--- src/sv/ott_pkg.sv ---
package ott_pkg;

   // Largest supported table and its default size
   localparam int SLOTS_DEFAULT = 4;
   localparam int SLOTS_MAX     = 64;

   localparam int TID_W    = 16;
   localparam int INSTR_W  = 8;
   localparam int IBITS_W  = 4;
   localparam int ACTIVE_W = 7;
   localparam int COUNT_W  = 16;

   // Instruction bits that a reply must echo
   localparam logic [INSTR_W-1:0] INSTR_MASK = 8'h3C;

   // Request kinds
   localparam logic [1:0] REQ_OPEN  = 2'd0;
   localparam logic [1:0] REQ_REPLY = 2'd1;
   localparam logic [1:0] REQ_CLOSE = 2'd2;

   // Response status codes
   localparam logic [1:0] STATUS_OK       = 2'd0;
   localparam logic [1:0] STATUS_NO_SLOT  = 2'd1;
   localparam logic [1:0] STATUS_UNKNOWN  = 2'd2;
   localparam logic [1:0] STATUS_MISMATCH = 2'd3;

   typedef enum logic [1:0] {
      CELL_NOP,
      CELL_ALLOC,
      CELL_CLEAR
   } cell_op_type;

   // Command broadcast to every slot cell
   typedef struct packed {
      cell_op_type          op;
      logic [TID_W-1:0]     tid;
      logic [IBITS_W-1:0]   instr_bits;
      logic                 blocking;
   } cell_cmd_type;

   // Priority chain passed from one cell to the next
   typedef struct packed {
      logic                 hit_seen;
      logic                 free_seen;
      logic [IBITS_W-1:0]   instr_bits;
      logic                 blocking;
   } chain_type;

   function automatic logic [IBITS_W-1:0] instr_bits(input logic [INSTR_W-1:0] b);
      logic [INSTR_W-1:0] m;
      m = (b & INSTR_MASK) >> 2;
      return m[IBITS_W-1:0];
   endfunction

   // Next ID after i, wrapping past max to zero
   function automatic logic [TID_W-1:0] next_tid(input logic [TID_W-1:0] i,
                                                 input logic [TID_W-1:0] max);
      return (i < max) ? i + 16'd1 : '0;
   endfunction

endpackage

--- src/sv/outstanding_transaction_tracker_core.sv ---
// Outstanding transaction tracker. A row of SLOTS slot cells holds the open
// transactions; a lookup key and a command are broadcast to every cell and a
// priority chain runs from cell 0 upwards, so the lowest free slot or the
// lowest slot holding an ID wins. Requests come in on req_ (kind in tuser),
// one result per request leaves on rsp_ (status in tuser) through an output
// register, so a new request is taken while a result still waits.
// Sequence: a request is accepted in the idle state and handled in the
// execute state. Reply, close and unknown request kinds register their result
// there and return to idle; an open with a free slot moves on to the ID
// search, testing one candidate against the whole row each cycle, and its
// result is registered as the sequencer returns to idle, where the next
// request can be taken. An open with no free slot finishes like a reply. A result
// that is not taken holds the next request in its first step.
// max_txn_id sits at byte address 0 of the csr_ port; write it only while
// the tracker is idle. active_count is kept as a running counter.
module outstanding_transaction_tracker_core #(
   parameter int SLOTS = ott_pkg::SLOTS_DEFAULT
) (
   input  logic        clock,
   input  logic        reset,
   // request channel
   input  logic        req_tvalid,
   output logic        req_tready,
   // [7:0] cmd_instruction, [8] reply_wanted, [24:9] txn_id,
   // [32:25] reply_instruction, [39:33] zero
   input  logic [39:0] req_tdata,
   // [1:0] req_type
   input  logic [1:0]  req_tuser,
   // result channel
   output logic        rsp_tvalid,
   input  logic        rsp_tready,
   // [15:0] assigned_tid, [22:16] active_count, [23] wake_waiter,
   // [39:24] unknown_count, [55:40] mismatch_count
   output logic [55:0] rsp_tdata,
   // [1:0] status
   output logic [1:0]  rsp_tuser,
   // configuration
   input  logic        csr_psel,
   input  logic        csr_penable,
   input  logic        csr_pwrite,
   input  logic [2:0]  csr_paddr,
   input  logic [31:0] csr_pwdata,
   output logic [31:0] csr_prdata,
   output logic        csr_pready
);

   localparam int N_W = $clog2(SLOTS + 1);

   // sequencer states
   localparam logic [1:0] ST_IDLE   = 2'd0;
   localparam logic [1:0] ST_EXEC   = 2'd1;
   localparam logic [1:0] ST_SEARCH = 2'd2;

   logic [1:0]                    state_ff, state_in;

   // latched request
   logic [1:0]                    type_ff, type_in;
   logic [ott_pkg::IBITS_W-1:0]   cmd_bits_ff, cmd_bits_in;
   logic [ott_pkg::IBITS_W-1:0]   rep_bits_ff, rep_bits_in;
   logic                          wanted_ff, wanted_in;
   logic [ott_pkg::TID_W-1:0]     tid_ff, tid_in;

   // ID allocation
   logic [ott_pkg::TID_W-1:0]     last_tid_ff, last_tid_in;
   logic [ott_pkg::TID_W-1:0]     cand_ff, cand_in;
   logic [N_W-1:0]                tries_ff, tries_in;

   // configuration and statistics
   logic [ott_pkg::TID_W-1:0]     max_tid_ff, max_tid_in;
   logic [ott_pkg::COUNT_W-1:0]   unknown_ff, unknown_in;
   logic [ott_pkg::COUNT_W-1:0]   mismatch_ff, mismatch_in;
   logic [ott_pkg::ACTIVE_W-1:0]  active_ff, active_in;

   // output register
   logic                          rsp_valid_ff, rsp_valid_in;
   logic [55:0]                   rsp_data_ff, rsp_data_in;
   logic [1:0]                    rsp_status_ff, rsp_status_in;

   // result being formed this cycle
   logic                          load;
   logic [1:0]                    res_status;
   logic [ott_pkg::TID_W-1:0]     res_tid;
   logic                          res_wake;

   logic                          req_accept;
   logic                          out_free;
   logic                          csr_write;

   logic [ott_pkg::TID_W-1:0]     key;
   ott_pkg::cell_cmd_type         cell_cmd;
   ott_pkg::chain_type            chain [SLOTS+1];
   ott_pkg::chain_type            chain_end;

   assign req_tready = (state_ff == ST_IDLE);
   assign req_accept = req_tvalid && req_tready;
   assign out_free   = !rsp_valid_ff || rsp_tready;

   assign rsp_tvalid = rsp_valid_ff;
   assign rsp_tdata  = rsp_data_ff;
   assign rsp_tuser  = rsp_status_ff;

   // config port: one register, decoded on the word address bit
   assign csr_pready = 1'b1;
   assign csr_write  = csr_psel && csr_penable && csr_pwrite && csr_pready;
   assign csr_prdata = (csr_paddr[2] == 1'b0) ? {16'd0, max_tid_ff} : 32'd0;
   assign max_tid_in = (csr_write && (csr_paddr[2] == 1'b0)) ?
                       csr_pwdata[ott_pkg::TID_W-1:0] : max_tid_ff;

   // the row compares against the candidate while searching, else the request ID
   assign key = (state_ff == ST_SEARCH) ? cand_ff : tid_ff;

   assign chain[0] = '0;

   for (genvar s = 0; s < SLOTS; s++) begin : g_slot
      ott_slot_cell u_cell (
         .clock     (clock),
         .reset     (reset),
         .key       (key),
         .cmd       (cell_cmd),
         .chain_in  (chain[s]),
         .chain_out (chain[s+1])
      );
   end

   assign chain_end = chain[SLOTS];

   always_comb begin
      state_in    = state_ff;
      type_in     = type_ff;
      cmd_bits_in = cmd_bits_ff;
      rep_bits_in = rep_bits_ff;
      wanted_in   = wanted_ff;
      tid_in      = tid_ff;
      last_tid_in = last_tid_ff;
      cand_in     = cand_ff;
      tries_in    = tries_ff;
      unknown_in  = unknown_ff;
      mismatch_in = mismatch_ff;
      active_in   = active_ff;

      cell_cmd            = '0;
      cell_cmd.op         = ott_pkg::CELL_NOP;
      cell_cmd.instr_bits = cmd_bits_ff;
      cell_cmd.blocking   = wanted_ff;

      load       = 1'b0;
      res_status = ott_pkg::STATUS_OK;
      res_tid    = '0;
      res_wake   = 1'b0;

      unique case (state_ff)
         ST_IDLE: begin
            if (req_accept) begin
               type_in     = req_tuser;
               cmd_bits_in = ott_pkg::instr_bits(req_tdata[7:0]);
               wanted_in   = req_tdata[8];
               tid_in      = req_tdata[24:9];
               rep_bits_in = ott_pkg::instr_bits(req_tdata[32:25]);
               state_in    = ST_EXEC;
            end
         end

         ST_EXEC: begin
            if (out_free) begin
               case (type_ff)
                  ott_pkg::REQ_OPEN: begin
                     if (!chain_end.free_seen) begin
                        res_status = ott_pkg::STATUS_NO_SLOT;
                        load       = 1'b1;
                        state_in   = ST_IDLE;
                     end else begin
                        cand_in  = ott_pkg::next_tid(last_tid_ff, max_tid_ff);
                        tries_in = '0;
                        state_in = ST_SEARCH;
                     end
                  end
                  ott_pkg::REQ_REPLY: begin
                     if (!chain_end.hit_seen) begin
                        unknown_in = unknown_ff + 16'd1;
                        res_status = ott_pkg::STATUS_UNKNOWN;
                     end else if (chain_end.instr_bits != rep_bits_ff) begin
                        mismatch_in = mismatch_ff + 16'd1;
                        res_status  = ott_pkg::STATUS_MISMATCH;
                     end else begin
                        res_wake = chain_end.blocking;
                     end
                     load     = 1'b1;
                     state_in = ST_IDLE;
                  end
                  ott_pkg::REQ_CLOSE: begin
                     if (!chain_end.hit_seen) begin
                        res_status = ott_pkg::STATUS_UNKNOWN;
                     end else begin
                        cell_cmd.op = ott_pkg::CELL_CLEAR;
                        active_in   = active_ff - 7'd1;
                     end
                     load     = 1'b1;
                     state_in = ST_IDLE;
                  end
                  default: begin
                     load     = 1'b1;
                     state_in = ST_IDLE;
                  end
               endcase
            end
         end

         ST_SEARCH: begin
            // a free candidate is taken; back at the last ID, or out of tries: reuse the last ID
            if ((cand_ff == last_tid_ff) || !chain_end.hit_seen ||
                (tries_ff == N_W'(SLOTS))) begin
               if (out_free) begin
                  if ((cand_ff != last_tid_ff) && !chain_end.hit_seen) begin
                     last_tid_in = cand_ff;
                  end
                  cell_cmd.op  = ott_pkg::CELL_ALLOC;
                  cell_cmd.tid = last_tid_in;
                  active_in    = active_ff + 7'd1;
                  res_tid      = last_tid_in;
                  load         = 1'b1;
                  state_in     = ST_IDLE;
               end
            end else begin
               cand_in  = ott_pkg::next_tid(cand_ff, max_tid_ff);
               tries_in = tries_ff + N_W'(1);
            end
         end

         default: begin
            state_in = ST_IDLE;
         end
      endcase
   end

   always_comb begin
      rsp_valid_in  = rsp_valid_ff;
      rsp_data_in   = rsp_data_ff;
      rsp_status_in = rsp_status_ff;
      if (load) begin
         rsp_valid_in  = 1'b1;
         rsp_status_in = res_status;
         rsp_data_in   = {mismatch_in, unknown_in, res_wake, active_in, res_tid};
      end else if (rsp_tready) begin
         rsp_valid_in = 1'b0;
      end
   end

   always_ff @(posedge clock) begin
      if (reset) begin
         state_ff     <= ST_IDLE;
         last_tid_ff  <= '0;
         max_tid_ff   <= 16'hFFFF;
         unknown_ff   <= '0;
         mismatch_ff  <= '0;
         active_ff    <= '0;
         rsp_valid_ff <= 1'b0;
      end else begin
         state_ff     <= state_in;
         last_tid_ff  <= last_tid_in;
         max_tid_ff   <= max_tid_in;
         unknown_ff   <= unknown_in;
         mismatch_ff  <= mismatch_in;
         active_ff    <= active_in;
         rsp_valid_ff <= rsp_valid_in;
      end
   end

   always_ff @(posedge clock) begin
      type_ff       <= type_in;
      cmd_bits_ff   <= cmd_bits_in;
      rep_bits_ff   <= rep_bits_in;
      wanted_ff     <= wanted_in;
      tid_ff        <= tid_in;
      cand_ff       <= cand_in;
      tries_ff      <= tries_in;
      rsp_data_ff   <= rsp_data_in;
      rsp_status_ff <= rsp_status_in;
   end

endmodule

--- src/sv/ott_slot_cell.sv ---
module ott_slot_cell (
   input  logic                       clock,
   input  logic                       reset,
   input  logic [ott_pkg::TID_W-1:0]  key,
   input  ott_pkg::cell_cmd_type      cmd,
   input  ott_pkg::chain_type         chain_in,
   output ott_pkg::chain_type         chain_out
);

   logic                          valid_ff, valid_in;
   logic [ott_pkg::TID_W-1:0]     tid_ff, tid_in;
   logic [ott_pkg::IBITS_W-1:0]   ibits_ff, ibits_in;
   logic                          blocking_ff, blocking_in;

   logic hit;
   logic sel_hit;
   logic sel_free;

   assign hit      = valid_ff && (tid_ff == key);
   assign sel_hit  = hit && !chain_in.hit_seen;
   assign sel_free = !valid_ff && !chain_in.free_seen;

   always_comb begin
      chain_out.hit_seen   = chain_in.hit_seen | hit;
      chain_out.free_seen  = chain_in.free_seen | !valid_ff;
      chain_out.instr_bits = sel_hit ? ibits_ff : chain_in.instr_bits;
      chain_out.blocking   = sel_hit ? blocking_ff : chain_in.blocking;
   end

   always_comb begin
      valid_in    = valid_ff;
      tid_in      = tid_ff;
      ibits_in    = ibits_ff;
      blocking_in = blocking_ff;
      case (cmd.op)
         ott_pkg::CELL_ALLOC: begin
            if (sel_free) begin
               valid_in    = 1'b1;
               tid_in      = cmd.tid;
               ibits_in    = cmd.instr_bits;
               blocking_in = cmd.blocking;
            end
         end
         ott_pkg::CELL_CLEAR: begin
            if (sel_hit) begin
               valid_in = 1'b0;
            end
         end
         default: ;
      endcase
   end

   always_ff @(posedge clock) begin
      if (reset) begin
         valid_ff <= 1'b0;
      end else begin
         valid_ff <= valid_in;
      end
   end

   always_ff @(posedge clock) begin
      tid_ff      <= tid_in;
      ibits_ff    <= ibits_in;
      blocking_ff <= blocking_in;
   end

endmodule

--- config.mk ---
export PLATFORM = sky130hd
export DESIGN_NAME = outstanding_transaction_tracker_core
export DESIGN_NICKNAME = d
export VERILOG_FILES = /design/src/sv/ott_pkg.sv /design/src/sv/outstanding_transaction_tracker_core.sv /design/src/sv/ott_slot_cell.sv
export SDC_FILE = /design/constraint.sdc
export NUM_CORES = 1
export LEC_CHECK = 0
export BUFFER_PORTS_ARGS = -buffer_cell sky130_fd_sc_hd__buf_4
export CORE_MARGIN = 4
export CORE_UTILIZATION = 30
export CTS_CLUSTER_DIAMETER = 40
export CTS_CLUSTER_SIZE = 8
export DETAILED_ROUTE_END_ITERATION = 8
export PLACE_DENSITY = 0.49
export SETUP_SLACK_MARGIN = 0.15
export SLEW_MARGIN = 20
export SYNTH_ARGS = -nofsm -noshare
export SYNTH_HDL_FRONTEND = slang
export SYNTH_SLANG_ARGS = --single-unit
export TNS_END_PERCENT = 100
--- constraint.sdc ---
create_clock -name clock -period 6.85 [get_ports clock]
set_clock_uncertainty 0.15 [all_clocks]
set_input_delay 0.3425 -clock clock [delete_from_list [all_inputs] [get_ports clock]]
set_output_delay 0.3425 -clock clock [all_outputs]
set_load 0.03 [all_outputs]
Yosys cells after proc, flatten, opt, wreduce, memory -nomap -nowiden
Cells that the tools add are included.
Operators by class
  add/subtract/negate cells: 7
  multipliers: 0
  div/mod/pow operators: 0
  magnitude comparators: 2
  equal/unequal tests: 28
  shifts and indexed selects: 0
  multiplexer cells: 76
  bitwise gates (word level): 12
  reduce and logical (&&, ||, !) cells: 48
Operator list (count)
  $mux W16: 19
  $eq A16 B16 Y1: 5
  $add A16 B1 Y16 const B: 4
  $mux W7: 5
  $mux W17: 2
  $lt A16 B16 Y1: 2
  $pmux W16 S2: 1
  $mux W2: 12
  $ne A2 B1 Y1 const B: 10
  $mux W1: 19
  $mux W4: 4
  $ne A16 B16 Y1: 1
  $logic_and A1 B1 Y1: 15
  $pmux W7 S2: 1
  $reduce_and A2 Y1: 7
  $mux W3: 4
  $pmux W2 S3: 2
  $reduce_and A3 Y1: 4
  $logic_not A1 Y1: 11
  $pmux W1 S2: 5
  $ne A2 B2 Y1 const B: 4
  $add A7 B1 Y7 const B: 1
  $sub A7 B1 Y7 const B: 1
  $eq A2 B1 Y1 const B: 3
  14 further kinds: 31
Storage, ports and cells
  register bits after elaboration: 266
  latch bits: 0
  memory bits (writable): 0
  memory bits (read-only): 0
  bits of input ports: 84
  output and inout port bits: 93
  memories kept: 0

Depth between registers and ports, before layout
Gate-level depths: netlist of run 1.
  depth in word-level cells: 16
  gate-level depth with buffers: 19

By module
From an unflattened synthesis of run 1, not the netlist that was laid out.
Second synthesis, totals
  cells, all modules: 1131
  area, all modules: 13065.0 µm²
By module, submodules not included
  outstanding_transaction_tracker_core: times used 1, cells each 879, area each 9186.3 µm², sequential area each 4604.4 µm²
  ott_slot_cell: times used 4, cells each 63, area each 969.7 µm², sequential area each 650.6 µm²

Worst setup path after synthesis of run 1
OpenSTA, ideal clock, no wires.
  path type: register -> register
  from: register state_ff[0]
  to: register rsp_data_ff[0], in the netlist rsp_tdata[0], enable pin
  arrival time: 3.767 ns
  setup slack: 2.520 ns
  cell stages (with the launch flop): 13
  path through: dfxtp_1 inv_1 ha_1 buf_12 mux2i_4 xnor2_1 nor4_2 nand4_1 clkbuf_1 o2111ai_1 buf_2 a31oi_1 o211a_1
On the way
  cells in the longest elaborated chain, start to end: 12
RTL lines
  start, declared: line outstanding_transaction_tracker_core.sv:54  | logic [1:0] state_ff, state_in;
  start signal, assigned: line outstanding_transaction_tracker_core.sv:258  | state_ff <= state_in;
  $eq A2 B2 Y1: line outstanding_transaction_tracker_core.sv:110, outstanding_transaction_tracker_core.sv:151
  $mux W16: line outstanding_transaction_tracker_core.sv:110  | assign key = (state_ff == ST_SEARCH) ? cand_ff : tid_ff;
  $eq A16 B16 Y1: line ott_slot_cell.sv:19  | assign hit = valid_ff && (tid_ff == key);
  $logic_and A1 B1 Y1: line ott_slot_cell.sv:19
  $or A1 B1 Y1 (3 in series): line ott_slot_cell.sv:24  | chain_out.hit_seen = chain_in.hit_seen | hit;
  $logic_not A1 Y1: line outstanding_transaction_tracker_core.sv:210  | if ((cand_ff == last_tid_ff) || !chain_end.hit_seen ||
  $logic_or A1 B1 Y1 (2 in series): line outstanding_transaction_tracker_core.sv:210
  $mux W1: line outstanding_transaction_tracker_core.sv:210
  $pmux W1 S2 *: line outstanding_transaction_tracker_core.sv:151  | unique case (state_ff)
  named net load: line outstanding_transaction_tracker_core.sv:80  | logic load;
  end signal, assigned: line outstanding_transaction_tracker_core.sv:276  | rsp_data_ff <= rsp_data_in;
  end, declared: line outstanding_transaction_tracker_core.sv:76  | logic [55:0] rsp_data_ff, rsp_data_in;
The timed path passes the listed nets; every way through them passes the cells marked *.
A chain may end at the register's enable or synchronous reset.

Worst setup path after layout of run 1
  from: register state_ff[0]
  to: register mismatch_ff[6] in the netlist's numbering
On the way
  cells in the longest elaborated chain, start to end: 15
RTL lines
  $eq A2 B2 Y1: line outstanding_transaction_tracker_core.sv:110
  $mux W16: line outstanding_transaction_tracker_core.sv:110
  $eq A16 B16 Y1: line ott_slot_cell.sv:19
  $logic_and A1 B1 Y1: line ott_slot_cell.sv:19
  $logic_not A1 Y1 / $or A1 B1 Y1 (equally long branches): line ott_slot_cell.sv:20, ott_slot_cell.sv:24
  $logic_and A1 B1 Y1 (tied with other cells): line ott_slot_cell.sv:20  | assign sel_hit = hit && !chain_in.hit_seen;
  $mux W4 (tied with other cells): line ott_slot_cell.sv:26  | chain_out.instr_bits = sel_hit ? ibits_ff : chain_in.instr_bits;
  $mux W4 / $logic_and A1 B1 Y1 (equally long branches): line ott_slot_cell.sv:26, ott_slot_cell.sv:20
  $mux W4: line ott_slot_cell.sv:26
  $ne A4 B4 Y1: line outstanding_transaction_tracker_core.sv:181  | end else if (chain_end.instr_bits != rep_bits_ff) begin
  $mux W16: line outstanding_transaction_tracker_core.sv:181
  $mux W16: line outstanding_transaction_tracker_core.sv:178  | if (!chain_end.hit_seen) begin
  $mux W16: line outstanding_transaction_tracker_core.sv:165  | case (type_ff)
  $mux W16: line outstanding_transaction_tracker_core.sv:164  | if (out_free) begin
  $mux W16 *: line outstanding_transaction_tracker_core.sv:151
  end signal, assigned: line outstanding_transaction_tracker_core.sv:262  | mismatch_ff <= mismatch_in;
  end, declared: line outstanding_transaction_tracker_core.sv:71  | logic [ott_pkg::COUNT_W-1:0] mismatch_ff, mismatch_in;
Mark *: on every way between the ends. The rest lies on a longest branch, timed or not.

==> impl_results.md, run 1 <==
* Run status: completed
* Layout cell share with drive strength beyond 1 at 19.4%
* Tcrit/Tclk final at 86.9%
* Synth area leaders: edfxtp_1 (42%), dfxtp_1 (11%), xnor2_1 (7.4%)
* CTS clk-pin slew, worst paths at 0.05 ns
* Pwr Total at 4.58 mW
* Initial antenna violation count at 0
* Wirelength, routed at 36,500 um
* Pwr per Cell Area at 267 nW/um^2
* Clock root buffer: clkbuf_16
* CTS Buffer Depth at 3
* Pin count of the biggest net entering global routing at 75
* Drt wl/cell at 18.2 um
* Die Span X at 221 um
* Post-CTS resize count at 0
* WP data arrival at 6.23 ns
* CTS buffer count at 48
* Inserted Diodes at 0
* Iteration-0 DRC Markers at 744
* DRT antenna net count at 0
* Drt pass-1 iters at 6
* Slew Limit Fails at 0
* F_max at 168 MHz
* Slew at the pin closest to its max-slew limit at 1.10 ns
* Post-route DRC at 0
* Flops & latches, synth at 266
* Yosys warns at 0
* Async set-reset flop share out of synthesis at 0%
* Routed via count at 9,641
* Crit. End Element: register
* I/O Pins at 177
* Critical-path maximum fanout at 17
* DR vias/cell at 4.82
* Tot GR Track Use at 14.7%
* Cell accounting for the most synthesized area: edfxtp_1
* Peak supply drop at 186 uV
* Dpl hpwl at 26,000 um
* Die Y at 221 um
* Post-CTS setup buffers at 0
* Starting Density at 30.6%
* Area Growth Syn to Fin at 26.2%
* GR Overflow Total at 0
* Die ar. at 48,800 sq um
* Max-slew headroom at 26.7%
* Setup-failing EPs final at 0
* Cell Area, Synth at 13,600 sq um
* CTS tree: yes
* Count of cell types in the netlist at 80
* Max Cap Viol at 0
* Pleak at 6.52 nW
* H-tree depth at 2
* Post-synth EDFFs at 188
* Hold-fix buffers at CTS at 44
* Rows at 77
* Register area share after synthesis at 53.0%
* Fillers at 4,367
* Hold Violations, Final at 0
* Core area at 44,500 sq um
* Number of global-route vias before repair at 9,624
* Storage cell area at 7210 sq um
* RSZ-0062 raised after global routing: false
* Clk Latency, worst-skew pair at 0.56 ns
* Crit path required time at 7.13 ns
* Final min period at 5.95 ns
* Layout Nets at 1,500
* Most common cell after layout, fill and taps aside: edfxtp_1
* Multi-input gate area at 5930 sq um
* Clock sinks at 266
* Post-Route Setup TNS at 0 ns
* Main flop type after synthesis: edfxtp_1
* Most frequent cells in the layout: edfxtp_1 (188), buf_4 (141), xnor2_1 (115)
* GP Congestion at 0.842
* Syn avg cell area at 11.4 sq um
* Synth top area share at 41.5%
* HP Class: input pin to register
* Gate Count Post-Synth at 1,195
* First-pass GRT wire length at 56,800 um
* Kind of start point of the critical path: register
* Input/output buffers at 126
* WS Path Type: register to register
[area by class of cell]
class / instances / share of cell area (%)
Sequential cell: 266 / 42.0
Multi-Input combinational cell: 824 / 34.6
Timing Repair Buffer: 185 / 8.73
Clock buffer: 70 / 7.78
Tap cell: 592 / 4.32
Clock inverter: 16 / 1.55
Inverter: 48 / 1.05
[stage by stage]
step | std cells | hold WS (ns) | area [sq um] | utilization (%) | setup WS (ns)
after CTS | 2001 | 0.0117 | 17200 | 38.6 | 0.848
after detailed placement | 1871 | 0.334 | 15100 | 34.0 | 0.880
after global routing | 2001 | 0.0539 | 17200 | 38.6 | 0.492
after floorplan | 1210 | 0.291 | 13700 | - | 2.52
final | 2001 | 0.0539 | 17200 | 38.6 | 0.896
after global placement | 1871 | 0.329 | 15100 | 34.0 | 0.928
[cells in the mapped netlist (5+ instances only)]
cell type	n
buf_2	5
nor3_1	19
nand3b_1	14
nor2b_1	38
nand3_1	31
mux2_4	7
nand2_1	77
mux2_1	6
nand2b_1	14
inv_1	47
nor2_1	98
nor4_1	20
buf_4	17
dfxtp_1	78
o22ai_1	17
a21o_1	18
a211o_1	8
a21oi_1	56
a31oi_1	5
mux2i_1	18
and2_1	6
nor4_2	8
xnor2_1	115
clkbuf_1	42
o21ai_0	35
nand4_1	19
and3_1	10
ha_1	43
xor2_1	24
o211ai_1	14
mux2i_4	15
edfxtp_1	188
[power by group]
group	total [mW]	internal (mW)	leakage (nW)	switching [mW]
clock	2.37	1.60	0.767	0.774
sequential	1.83	1.78	2.32	0.0503
combinational	0.377	0.146	3.43	0.231
[worst max-delay path, cell delays in order (launching register included)]
cell	delay [ns]
dfxtp_1	0.32
inv_1	0.08
ha_2	0.84
mux2i_1	0.60
xnor2_1	0.16
nor4_2	0.42
nand4_1	0.62
o22ai_2	0.52
nand2b_1	0.31
o221ai_1	0.15
and4b_1	0.23
and3_1	0.42
or4b_4	0.66
mux2_4	0.31
[layer usage]
layer / vias to the layer above / wire, um / share of wire [%] / global-route usage [%]
met5: - / 0 / 0 / 0
met4: 0 / 686 / 1.9 / 4.31
met3: 45 / 1890 / 5.2 / 2.82
met2: 261 / 16400 / 45 / 23.0
met1: 4673 / 17500 / 48 / 20.7
li1: 4662 / - / - / -
[final timing paths]
check / start / end / slack [ns] / depth (start not counted)
worst max-delay path: state_ff[0] / mismatch_ff[6] / 0.90 / 13
worst min-delay path: reset / mismatch_ff[6] / 0.05 / 3
worst max register to register: state_ff[0] / mismatch_ff[6] / 0.90 / 13
worst min register to register: cmd_bits_ff[2] / g_slot[3].u_cell.ibits_ff[2] / 0.33 / 0
[state kept, by name, indices dropped and copies added (netlist names)]
name and flops:
rsp_tdata 56, rsp_tvalid 1, tid_ff 16, active_ff 7
wanted_ff 1, g_slot.u_cell.tid_ff 64, state_ff 2, rsp_tuser 2
unknown_ff 16, tries_ff 3, rep_bits_ff 4, last_tid_ff 16
g_slot.u_cell.valid_ff 4, g_slot.u_cell.blocking_ff 4, max_tid_ff 16, cmd_bits_ff 4
type_ff 2, g_slot.u_cell.ibits_ff 16, mismatch_ff 16, cand_ff 16
[kinds of logic after synthesis]
logic type               share of synthesized area, %
AO/OA/AOI/OAI                                    9.29
XOR/XNOR                                         8.95
adder cells (fa/ha/maj)                          3.96
buffers and inverters                            4.11
flip-flops                                       53.0
multiplexers                                     5.41
other                                          0.0552
AND/OR/NAND/NOR                                  15.2
(Power assumes the default switching activity.)
==> inputs of run 2 (changes only) <==
--- a/config.mk
+++ b/config.mk
@@ -7,11 +7,11 @@
 export LEC_CHECK = 0
 export BUFFER_PORTS_ARGS = -buffer_cell sky130_fd_sc_hd__buf_4
 export CORE_MARGIN = 4
-export CORE_UTILIZATION = 30
+export CORE_UTILIZATION = 50
 export CTS_CLUSTER_DIAMETER = 40
 export CTS_CLUSTER_SIZE = 8
 export DETAILED_ROUTE_END_ITERATION = 8
-export PLACE_DENSITY = 0.49
+export PLACE_DENSITY = 0.73
 export SETUP_SLACK_MARGIN = 0.15
 export SLEW_MARGIN = 20
 export SYNTH_ARGS = -nofsm -noshare
==> impl_results.md, run 2 (synthesis results as in run 1) <==
* Layout Nets at 1,492
* Worst hold path startpoint: rsp_tready
* Dpl hpwl at 22,800 um
* Post-layout util at 61.4%
* I/O Pins at 177
* Slew Limit Fails at 0
* Starting Density at 50.6%
* Max FFs per register at 64
* DRT antenna net count at 0
* CTS tree: yes
* Input/output buffers at 126
* Die ar. at 29,900 sq um
* Tot GR Track Use at 21.8%
* Setup-failing EPs final at 0
* Number of global-route vias before repair at 9,700
* Die Span X at 173 um
* Max-slew headroom at 26.6%
* GP Congestion at 0.872
* Crit path cell chain: inv_1, ha_2, mux2i_1, xnor2_1, nor4_1, nand4_2, o2111ai_2, nand2_1, nand2_1, nor2_1, nand2_1, inv_1, ha_1, inv_1, nor2_1, buf_4
* Largest stage delay on the critical path at 0.88 ns
* Iteration-0 DRC Markers at 899
* Post-Route Setup TNS at 0 ns
* Clock root buffer: clkbuf_16
* First-pass GRT wire length at 52,800 um
* Inserted Diodes at 0
* Crit. End Element: register
* Peak supply drop at 181 uV
* CTS buffer count at 44
* Post-CTS setup buffers at 0
* Layout cell share with drive strength beyond 1 at 18.2%
* F_max at 179 MHz
* RSZ-0062 raised after global routing: false
* Tcrit/Tclk final at 81.6%
* Routed via count at 9,872
* Wirelength, routed at 33,300 um
* Slew at the pin closest to its max-slew limit at 1.10 ns
* Setup crit start: state_ff[0]
* Die Y at 173 um
* Critical-path maximum fanout at 20
* HP Class: input pin to register
* Hold-fix buffers at CTS at 44
* Rows at 60
* DR vias/cell at 5.70
* Drt pass-1 iters at 5
* Pin count of the biggest net entering global routing at 83
* Slowest CP cell: ha_2
* Core area at 26,900 sq um
* Clk Latency, worst-skew pair at 0.52 ns
* Placed Area at 14,800 sq um
* Most common cell after layout, fill and taps aside: edfxtp_1
* Final min period at 5.59 ns
* Crit path required time at 6.90 ns
* Drt wl/cell at 19.2 um
* Area Growth Syn to Fin at 21.3%
* WP data arrival at 5.64 ns
* Most frequent cells in the layout: edfxtp_1 (188), buf_4 (137), xnor2_1 (115)
* Initial antenna violation count at 0
* Largest Register: g_slot.u_cell.tid_ff
* H-tree depth at 2
* Post-CTS resize count at 0
* Pleak at 6.37 nW
* Run status: completed
* Crit-path leading delay family: simple AND/OR/NAND/NOR gates
* Fillers at 2,133
* CTS clk-pin slew, worst paths at 0.05 ns
* Clock sinks at 266
* Max Cap Viol at 0
* CP bufs+invs at 4
* Post-route DRC at 0
* GR Overflow Total at 0
* Kind of start point of the critical path: register
* Hold Violations, Final at 0
* Pwr per Cell Area at 252 nW/um^2
* CTS Buffer Depth at 3
* WS Path Type: register to register
* R2R Path Start: state_ff[0]
* Finished Cell Area at 16,500 sq um
run 2: cell count changes in the layout (fill, tap and decap cells not counted), sizes merged:
cell      delta
clkbuf       -8
bufinv       -6
buf          -4
clkinvlp     -2
inv          +2
clkinv       -1
run 2: power by group:
| group | leakage [nW] | internal (mW) | total, mW | switching [mW] |
|---|---|---|---|---|
| sequential | 2.32 | 1.78 | 1.83 | 0.0495 |
| clock | 0.636 | 1.26 | 1.96 | 0.702 |
| combinational | 3.41 | 0.145 | 0.372 | 0.227 |
| total | 6.37 | 3.18 | 4.16 | 0.978 |
run 2: final timing paths:
kind | endpoint | depth (start not counted) | slack [ns]
worst max-delay path | g_slot[3].u_cell.tid_ff[6] | 16 | 1.26
worst min-delay path | rsp_tvalid | 3 | 0.11
worst max register to register | g_slot[3].u_cell.tid_ff[6] | 16 | 1.26
worst min register to register | g_slot[2].u_cell.ibits_ff[3] | 0 | 0.34
run 2: cell type report:
class	instances	area (sq um)	share of cell area [%]
Clock buffer	62	1220	7.39
Tap cell	341	427	2.59
Multi-Input combinational cell	824	5920	35.9
Clock inverter	9	78.8	0.478
Timing Repair Buffer	181	1470	8.90
Inverter	48	180	1.09
Sequential cell	266	7210	43.7
run 2: tightest hold or removal path, cell delays in order:
cell and delay, ns:
buf_4 0.10, nor2b_1 0.08, o21ba_2 0.21
run 2: stage by stage:
stage	setup slack, ns	hold slack [ns]	std cells	total power, mW
floorplan	2.52	0.291	1210	2.08
global placement	1.42	0.324	1616	2.20
detailed placement	1.34	0.341	1616	2.20
CTS	1.30	0.0858	1731	4.19
global route	0.819	0.115	1731	4.31
finish	1.26	0.105	1731	4.16
run 2: routing by layer:
layer | routed length, um | vias to the layer above | share of wire [%] | GRT usage, %
li1 | - | 4630 | - | -
met1 | 13900 | 4687 | 42 | 29.5
met2 | 15500 | 463 | 47 | 35.2
met3 | 2740 | 92 | 8.2 | 4.42
met4 | 1160 | 0 | 3.5 | 7.95
met5 | 0 | - | 0 | 0
==> inputs of run 3 (changes only) <==
--- a/config.mk
+++ b/config.mk
@@ -5,13 +5,14 @@
 export SDC_FILE = /design/constraint.sdc
 export NUM_CORES = 1
 export LEC_CHECK = 0
+export ABC_AREA = 1
 export BUFFER_PORTS_ARGS = -buffer_cell sky130_fd_sc_hd__buf_4
 export CORE_MARGIN = 4
 export CORE_UTILIZATION = 50
 export CTS_CLUSTER_DIAMETER = 40
 export CTS_CLUSTER_SIZE = 8
 export DETAILED_ROUTE_END_ITERATION = 8
-export PLACE_DENSITY = 0.73
+export PLACE_DENSITY = 0.75
 export SETUP_SLACK_MARGIN = 0.15
 export SLEW_MARGIN = 20
 export SYNTH_ARGS = -nofsm -noshare
==> constraint.sdc (replaced) <==
create_clock -name clock -period 4.8 [get_ports clock]
set_clock_uncertainty 0.15 [all_clocks]
set_input_delay 0.24 -clock clock [delete_from_list [all_inputs] [get_ports clock]]
set_output_delay 0.24 -clock clock [all_outputs]
set_load 0.03 [all_outputs]
==> impl_results.md, run 3 <==
* Hold worst-path end: last_tid_ff[14]
* Die Y at 177 um
* Post-route DRC at 0
* Pwr Total at 6.67 mW
* Count of cell types in the netlist at 57
* Wirelength, routed at 38,400 um
* DR vias/cell at 5.32
* Synth cell count leaders: nand2_1 (380), inv_1 (236), nor2_1 (193)
* Cell accounting for the most synthesized area: edfxtp_1
* Gate Count Post-Synth at 1,660
* CP dominant cell by count: nand2_1
* Max FFs per register at 64
* Register area share after synthesis at 50.5%
* Hold Crit Depth at 2
* Rows at 61
* Finished Cell Area at 17,600 sq um
* Die Span X at 177 um
* Multi-input gate area at 5860 sq um
* Crit path cell chain: inv_1, ha_1, inv_4, nand2_1, nand2_1, nand2_1, and2_1, nand2_1, nor2_1, nand3_1, nand2_1, nor2_2, nand2_4, nand3_2, nand2_1, inv_2, nand2_2, nor2_1, ha_1, inv_1, nor2_2, buf_12
* Clock sinks at 266
* Slew Limit Fails at 0
* WP data arrival at 4.43 ns
* Worst hold path startpoint: reset
* Starting Density at 51.1%
* Drt pass-1 iters at 7
* Dpl hpwl at 28,000 um
* Setup-failing EPs final at 0
* CTS tree: yes
* HP Class: input pin to register
* Post-synth EDFFs at 188
* DRT antenna net count at 0
* CTS buffer count at 47
* Final min period at 4.33 ns
* Slew at the pin closest to its max-slew limit at 1.03 ns
* Main flop type after synthesis: edfxtp_1
* I/O Pins at 177
* Drt wl/cell at 16.8 um
* Tcrit/Tclk final at 90.2%
* Input/output buffers at 126
* R2R Path Start: state_ff[0]
* Layout cell share with drive strength beyond 1 at 15.7%
* Initial antenna violation count at 0
* Async set-reset flop share out of synthesis at 0%
* First-pass GRT wire length at 60,400 um
* Area Growth Syn to Fin at 23.4%
* CTS Buffer Depth at 3
* Most common cell after layout, fill and taps aside: nand2_1
* Flops & latches, synth at 266
* Crit. End Element: register
* Syn avg cell area at 8.59 sq um
* Crit-path leading delay family: simple AND/OR/NAND/NOR gates
* Cell Area, Synth at 14,300 sq um
* Synth top area share at 39.6%
* R2r setup slk at 0.47 ns
* Fillers at 2,342
* CTS clk-pin slew, worst paths at 0.05 ns
* Run status: completed
* Crit path required time at 4.90 ns
* Pin count of the biggest net entering global routing at 59
* CP bufs+invs at 5
* Iteration-0 DRC Markers at 1,240
* Synth area leaders: edfxtp_1 (40%), dfxtp_1 (11%), nand2_1 (10%)
* Core area at 27,900 sq um
* Routed via count at 12,200
* Kind of start point of the critical path: register
* Largest stage delay on the critical path at 0.51 ns
* Hold Violations, Final at 0
* RR Endpoint: g_slot[2].u_cell.tid_ff[10]
* Setup crit start: state_ff[0]
* Reg2Reg Depth at 22
* Most frequent cells in the layout: nand2_1 (379), inv_1 (235), nor2_1 (190)
* Pwr per Cell Area at 379 nW/um^2
* Die ar. at 31,300 sq um
* Slowest CP cell: nor2_2
* Top-count cell post-synth: nand2_1
* Max-slew headroom at 31.5%
* Layout Nets at 1,996
* Yosys warns at 0
* GP Congestion at 0.977
* H-tree depth at 2
* WS Path Type: register to register
* Tot GR Track Use at 24.3%
* Storage cell area at 7210 sq um
* Largest Register: g_slot.u_cell.tid_ff
* Hold WS at 0.0764 ns
* Post-Route Setup TNS at 0 ns
* Post-layout util at 63.0%
* RSZ-0062 raised after global routing: true
* Clk Latency, worst-skew pair at 0.55 ns
* F_max at 231 MHz
* Placed Area at 15,700 sq um
* Pleak at 7.75 nW
* Number of global-route vias before repair at 11,700
* Clock root buffer: clkbuf_16
* Max Cap Viol at 0
* Critical-path maximum fanout at 23
* Peak supply drop at 226 uV
* GR Overflow Total at 0
run 3: changes by cell type in the layout (fill, tap and decap cells not counted), sizes merged, moves of 14 or more:
cell / change
mux2: -17
inv: +195
nor2b: -38
nor2: +100
nand3: +87
nor3: +16
buf: +23
mux2i: -33
xnor2: -106
a211oi: +26
a21o: -16
nand2: +326
nand2b: -14
nor4: -21
run 3: metrics by stage:
stage               instances  worst slack [ns]
floorplan                1675             0.611
global placement         2152             0.400
CTS                      2282             0.193
detailed placement       2152             0.232
global route             2283            0.0990
finish                   2284             0.471
run 3: worst max path at each step:
stage	endpoint	slack, ns	cells after the start
global route	g_slot[2].u_cell.tid_ff[7]	0.1	23
CTS	g_slot[1].u_cell.ibits_ff[2]	0.19	22
finish	g_slot[2].u_cell.tid_ff[10]	0.47	22
floorplan	g_slot[3].u_cell.blocking_ff	0.61	25
detailed placement	g_slot[1].u_cell.tid_ff[12]	0.23	22
global placement	g_slot[1].u_cell.tid_ff[12]	0.40	22
run 3: cell type report:
class,instances,share of cell area (%)
Sequential cell,266,40.9
Multi-Input combinational cell,1105,33.3
Timing Repair Buffer,205,9.60
Clock buffer,68,7.24
Inverter,244,5.23
Tap cell,378,2.69
Clock inverter,17,0.988
Antenna cell,1,0.0142
run 3: timing repair:
item,in CTS,in global routing
hold buffers,45,0
endpoints found under the hold margin,46,0
endpoints found under the setup margin,0,69
gates resized for setup,0,6
setup buffers,0,1
run 3: cells by family (layout without fill, tap and decap cells):
logic type	Yosys count	in the layout	synth area share, %
adder cells (fa/ha/maj)	43	43	3.77
other	2	18	0.0526
XOR/XNOR	37	37	2.27
buffers and inverters	304	534	9.10
AND/OR/NAND/NOR	821	821	25.5
flip-flops	266	266	50.5
AO/OA/AOI/OAI	187	187	8.78
run 3: per-layer routing:
layer / part of all wire, % / global-route usage, % / vias up
li1: - / - / 5903
met1: 42 / 32.4 / 5610
met2: 47 / 40.3 / 531
met3: 8.0 / 3.80 / 111
met4: 3.3 / 8.70 / 0
met5: 0 / 0 / -
run 3: power by group:
group | switching (mW) | internal [mW]
Clock | 1.10 | 1.95
Sequential | 0.0828 | 2.61
Combinational | 0.615 | 0.308
